### config.mk
export PLATFORM = sky130hd
export DESIGN_NAME = bfpt_cell
export DESIGN_NICKNAME = d
export VERILOG_FILES = /design/src/rtl/core/bfpt_pkg.sv /design/src/rtl/core/bfpt_cell.sv
export SDC_FILE = /design/constraint.sdc
export NUM_CORES = 1
export LEC_CHECK = 0
export BUFFER_PORTS_ARGS = -buffer_cell sky130_fd_sc_hd__buf_2
export CELL_PAD_IN_SITES_DETAIL_PLACEMENT = 1
export CELL_PAD_IN_SITES_GLOBAL_PLACEMENT = 2
export CORE_UTILIZATION = 25
export CTS_BUF_LIST = sky130_fd_sc_hd__clkbuf_4 sky130_fd_sc_hd__clkbuf_8
export CTS_CLUSTER_DIAMETER = 80
export CTS_CLUSTER_SIZE = 12
export DETAILED_ROUTE_END_ITERATION = 8
export PLACE_DENSITY_LB_ADDON = 0.1
export SETUP_SLACK_MARGIN = 0.02
export SYNTH_ARGS = -nofsm -noshare
export SYNTH_HDL_FRONTEND = slang
export SYNTH_SLANG_ARGS = --single-unit
### constraint.sdc
create_clock -name clk -period 6.1 [get_ports clk]
set_input_delay 0.61 -clock clk [delete_from_list [all_inputs] [get_ports clk]]
set_output_delay 0.61 -clock clk [all_outputs]
set_load 0.005 [all_outputs]
### src/rtl/core/bfpt_pkg.sv
// bfpt_pkg: shared types, codes and widths of the bidirectional flow permit table
// used by bfpt_cell and bidirectional_flow_permit_table; no dependencies
package bfpt_pkg;

  // sizing
  localparam int DEF_TABLE_ENTRIES = 64;
  localparam int CMD_W             = 3;
  localparam int ADDR_W            = 32;
  localparam int PORT_W            = 16;
  localparam int PROTO_W           = 8;
  localparam int VERDICT_W         = 2;
  localparam int STATUS_W          = 2;
  localparam int IN_TDATA_W        = 104;
  localparam int OUT_TDATA_W       = 112;
  localparam int CFG_IDX_W         = 2;
  localparam int CFG_DATA_W        = 1;

  // command codes
  localparam logic [CMD_W-1:0] CMD_QUERY_V4    = 3'd0;
  localparam logic [CMD_W-1:0] CMD_QUERY_V6    = 3'd1;
  localparam logic [CMD_W-1:0] CMD_INSERT      = 3'd2;
  localparam logic [CMD_W-1:0] CMD_ERASE       = 3'd3;
  localparam logic [CMD_W-1:0] CMD_CONN_REMOVE = 3'd4;
  localparam logic [CMD_W-1:0] CMD_MATCH_ADDR  = 3'd5;

  // verdict codes
  localparam logic [VERDICT_W-1:0] VERDICT_NOT_YET = 2'd0;
  localparam logic [VERDICT_W-1:0] VERDICT_PERMIT  = 2'd1;
  localparam logic [VERDICT_W-1:0] VERDICT_DENY    = 2'd2;

  // status codes
  localparam logic [STATUS_W-1:0] STATUS_OK       = 2'd0;
  localparam logic [STATUS_W-1:0] STATUS_DUP      = 2'd1;
  localparam logic [STATUS_W-1:0] STATUS_FULL     = 2'd2;
  localparam logic [STATUS_W-1:0] STATUS_REJECTED = 2'd3;

  // configuration register indexes
  localparam logic [CFG_IDX_W-1:0] CFG_FORCE_V4 = 2'd0;
  localparam logic [CFG_IDX_W-1:0] CFG_FORCE_V6 = 2'd1;
  localparam logic [CFG_IDX_W-1:0] CFG_ENABLE   = 2'd2;

  // direction-free flow key; field order gives the listing order as a plain compare
  typedef struct packed {
    logic [ADDR_W-1:0]  lo_addr;
    logic [PORT_W-1:0]  lo_port;
    logic [ADDR_W-1:0]  hi_addr;
    logic [PORT_W-1:0]  hi_port;
    logic [PROTO_W-1:0] proto;
  } flow_key_t;

  // commands broadcast from the controller to every cell
  typedef struct packed {
    logic insert;
    logic erase;
    logic rotate;
  } cell_ctrl_t;

endpackage

### src/rtl/core/bfpt_cell.sv
// bfpt_cell: one slot of the flow table, holding a valid bit and one flow key
// depends on bfpt_pkg; chained by bidirectional_flow_permit_table
module bfpt_cell import bfpt_pkg::*; (
  input  logic       clk,
  input  logic       rst_n,
  input  cell_ctrl_t ctrl_i,
  input  flow_key_t  key_i,       // broadcast lookup / insert key
  input  logic       nb_valid_i,  // neighbour contents, taken on rotate
  input  flow_key_t  nb_key_i,
  input  logic       take_i,      // a lower slot already takes the insert
  output logic       take_o,
  output logic       valid_o,
  output flow_key_t  key_o,
  output logic       hit_o
);

  logic      valid_r, valid_nxt;
  flow_key_t key_r, key_nxt;
  logic      claim;

  // key compare and free-slot chain
  assign hit_o  = valid_r && (key_r == key_i);
  assign take_o = take_i | ~valid_r;
  assign claim  = ctrl_i.insert && !take_i && !valid_r;

  // slot update
  always_comb begin
    valid_nxt = valid_r;
    key_nxt   = key_r;
    if (ctrl_i.rotate) begin
      valid_nxt = nb_valid_i;
      key_nxt   = nb_key_i;
    end else if (claim) begin
      valid_nxt = 1'b1;
      key_nxt   = key_i;
    end else if (ctrl_i.erase && hit_o) begin
      valid_nxt = 1'b0;
    end
  end

  always_ff @(posedge clk) begin
    if (!rst_n) begin
      valid_r <= 1'b0;
    end else begin
      valid_r <= valid_nxt;
    end
  end

  // key storage needs no reset
  always_ff @(posedge clk) begin
    key_r <= key_nxt;
  end

  assign valid_o = valid_r;
  assign key_o   = key_r;

endmodule

==> results.md <==
* Total negative slack at 0 ps
* Slowest cell on crit path: edfxtp_1
* Finish-stage setup viols at 0
* Avg WL per Cell at 19.35 µm
* Post-synthesis sequential element count at 105
* Die Y-Extent at 153.7 µm
* I/O pin cnt at 322
* Leading register cell type out of synthesis: edfxtp_1
* Worst EP arrival at 2490 ps
* Hold/Removal Path Class: in -> reg
* Clk_skew at 12.20 ps
* Run status: finished, final reports clean
* Slack of the worst reg-to-reg path at 4070 ps
* Number of endpoints with negative hold slack in the final report at 0
* Slew margin rel. at 27.04%
* Number of port buffers at 321
* Final standard cell utilization of the core at 35.05%
* Most instantiated library cell after synthesis: edfxtp_1
* Setup repair after global routing missed its margin: no
* Global-route wire length before repair at 30600 µm
* TritonCTS clock tree: built
* Final HPWL from detailed placement at 16460 µm
* Maximum count of clock buffers along a single path at 2
* Worst Setup End Kind: primary output
* Pwr/cell area at 222.9 mW/mm²
* Clock tree sinks at 105
* Net total in the final layout at 979
* Number of vias in the routed layout at 4808
* Sequential cell area at 0.003143 mm²
* Fmax at 0.3230 GHz
* Top cells by instance count after synthesis: 104 x edfxtp_1, 91 x mux2_2, 50 x xnor2_1
* Post-route insts no fill at 1059
* Share of synthesized flip-flops with an asynchronous set or reset at 0%
* Average footprint of a synthesized cell at 13.02 µm²
* CP required at 5490 ps
* Source of the worst register-to-register timing path: key_o[28]
* Syn_nets at 657
* Max-cap violation count at 0
* Overflow after GRT at 0
* Depth of the CTS H-tree at 3
* Filler cell count in the final layout at 2613
* Max Transition Viols Final at 0
* Cell class contributing the biggest share of worst-path delay: compound AO/OA/AOI/OAI gates
* Number of warnings reported in the yosys synthesis log at 0
* Post-CTS resize count at 0
* Cell count after synthesis at 442
* Pin count of the biggest net entering global routing at 87
* Initial Utilization at 25.43%
* DRT antenna net count at 0
* Startpoint type of the worst setup path: flip-flop
* Final clock period utilization by the worst path at 50.75%
* First element of the critical path: key_o[28]
* Placer congestion estimate at 0.7965
* Share of post-route cells with drive strength above 1 at 56.44%
* Via count normalized by instance count at 4.540
* Row Count at 55
* Detailed router's first-iteration violation count at 185
* Worst hold-check slack at 452.1 ps
* Buffer cell driving the clock tree root: clkbuf_8
* Placeable core area at 0.02264 mm²
* Area occupied by multi-input gates at 0.002451 mm²
* Most area-hungry cell type in the Yosys netlist: edfxtp_1
* Worst Max-Slew Pin Slew at 1094 ps
* Die area at 0.02364 mm²
* CP Buf/Inv Count at 1
* Synth unique cells at 31
* Worst IR Drop VDD at 0.1157 mV
* Portion of synthesized cell area occupied by the leading cell type at 54.25%
* Total wire length at 20490 µm
* TritonCTS buffer count at 9
* Clock edge transition at the registers on the reported setup and hold paths at 110 ps
* Vias in the first global route at 5204
* # hold bufs at CTS at 0
* Clock latency of the later-clocked register in the worst-skew pair at 380 ps
* Summed instance area of the synthesized netlist at 0.005757 mm²
* Crit-path max cell delay at 440 ps
* Top cells by area in the synthesized netlist: edfxtp_1 54%, mux2_2 18%, xnor2_1 7.6%
* Area grow syn2layout at 37.86%
* Setup Buffers After CTS at 0
* CP Class: reg -> out
* Ordered list of cells on the worst path: nor2b_1, a2111o_1, a2111oi_2, nand4_1, nor3_2, and2_1, buf_2
* Number of placed instances with taps included at 1038
* Number of antenna violations at the first check in global routing at 8
* Post-synth EDFFs at 104
* Final min period at 3096 ps
* Worst-path maximum fanout at 3
* HP Start: rst_n
* Static Leakage at 3.360 nW
* Sum of internal, switching and leakage power at 1.769 mW
* Fraction of the yosys area taken by sequential cells at 54.60%
* DR DRC count at 0
* Gr usage total at 17.39%
* Number of detailed-routing iterations run before antenna repair at 5
* Die Span X at 153.7 µm
-- cells in the final DEF (no fill, tap or decap), types with 2 or more instances in the layout --
master     netlist  layout
a2111o_1         9       9
a21oi_1          2       2
a22o_1           2       2
buf_2            1     320
buf_4            0       4
bufinv_16        0       2
clkbuf_8         0       9
diode_2          0       5
edfxtp_1       104     104
inv_1           33      33
mux2_2          91      91
nand2_1         17      17
nand2b_1        10      10
nand3_1          3       3
nand4_1         14      14
nor2_1           5       5
nor2b_1         28      28
nor4_1          11      11
o2111ai_1        2       2
o21ai_0         13      13
o221ai_1         3       3
o22ai_1         12      12
xnor2_1         50      50
xor2_1          11      11
-- final cells by class --
class / count / area share (%)
clock inverter: 7 / 1.182
multi-input combinational: 291 / 30.88
sequential: 105 / 39.60
inverter: 33 / 1.561
clock buffer: 9 / 1.561
antenna: 5 / 0.1577
tap: 285 / 4.493
timing repair buffer: 324 / 20.56
-- cells by family (layout without fill, tap and decap cells) --
group,Yosys count,count (layout),share of synthesized area (%)
AND/OR/NAND/NOR,92,92,9.172
AO/OA/AOI/OAI,47,47,6.129
other,0,5,0
XOR/XNOR,61,61,9.281
flip-flops,105,105,54.60
multiplexers,91,91,17.80
buffers and inverters,46,373,3.021
-- metrics by stage --
stage	setup slack, ps	area [µm²]
2_1_floorplan	2167	5761
3_3_place_gp	3091	7706
3_5_place_dp	3120	7706
4_1_cts	2898	7924
5_1_grt	2793	7934
6_report	3004	7936
-- registers in the layout (all words and copies together), names as in the netlist --
register / count
key_o: 104
valid_o: 1
-- layer usage --
metal / GRT usage (%) / routed length, µm / vias to the layer above
met5: 0 / 44 / -
met4: 5.952 / 385 / 6
met3: 5.609 / 1610 / 25
met2: 30.19 / 10160 / 191
met1: 20.07 / 8295 / 2293
li1: - / - / 2293
-- worst min-delay path, cell delays in order --
cell and delay, ps:
buf_2 100, nand2_1 50, a21oi_1 30
-- power by group --
part	switching [mW]	leakage, nW	internal [mW]
clock	0.266	0.107	0.232
combinational	0.169	2.21	0.189
sequential	0.0424	1.04	0.871
total	0.477	3.36	1.29
-- path summary, 6_finish.rpt --
check,to,cells past startpoint
min,valid_o,3
max reg2reg,valid_o,6
min reg2reg,valid_o,4
max,hit_o,7
No activity file was read; power rests on OpenSTA's default activity.
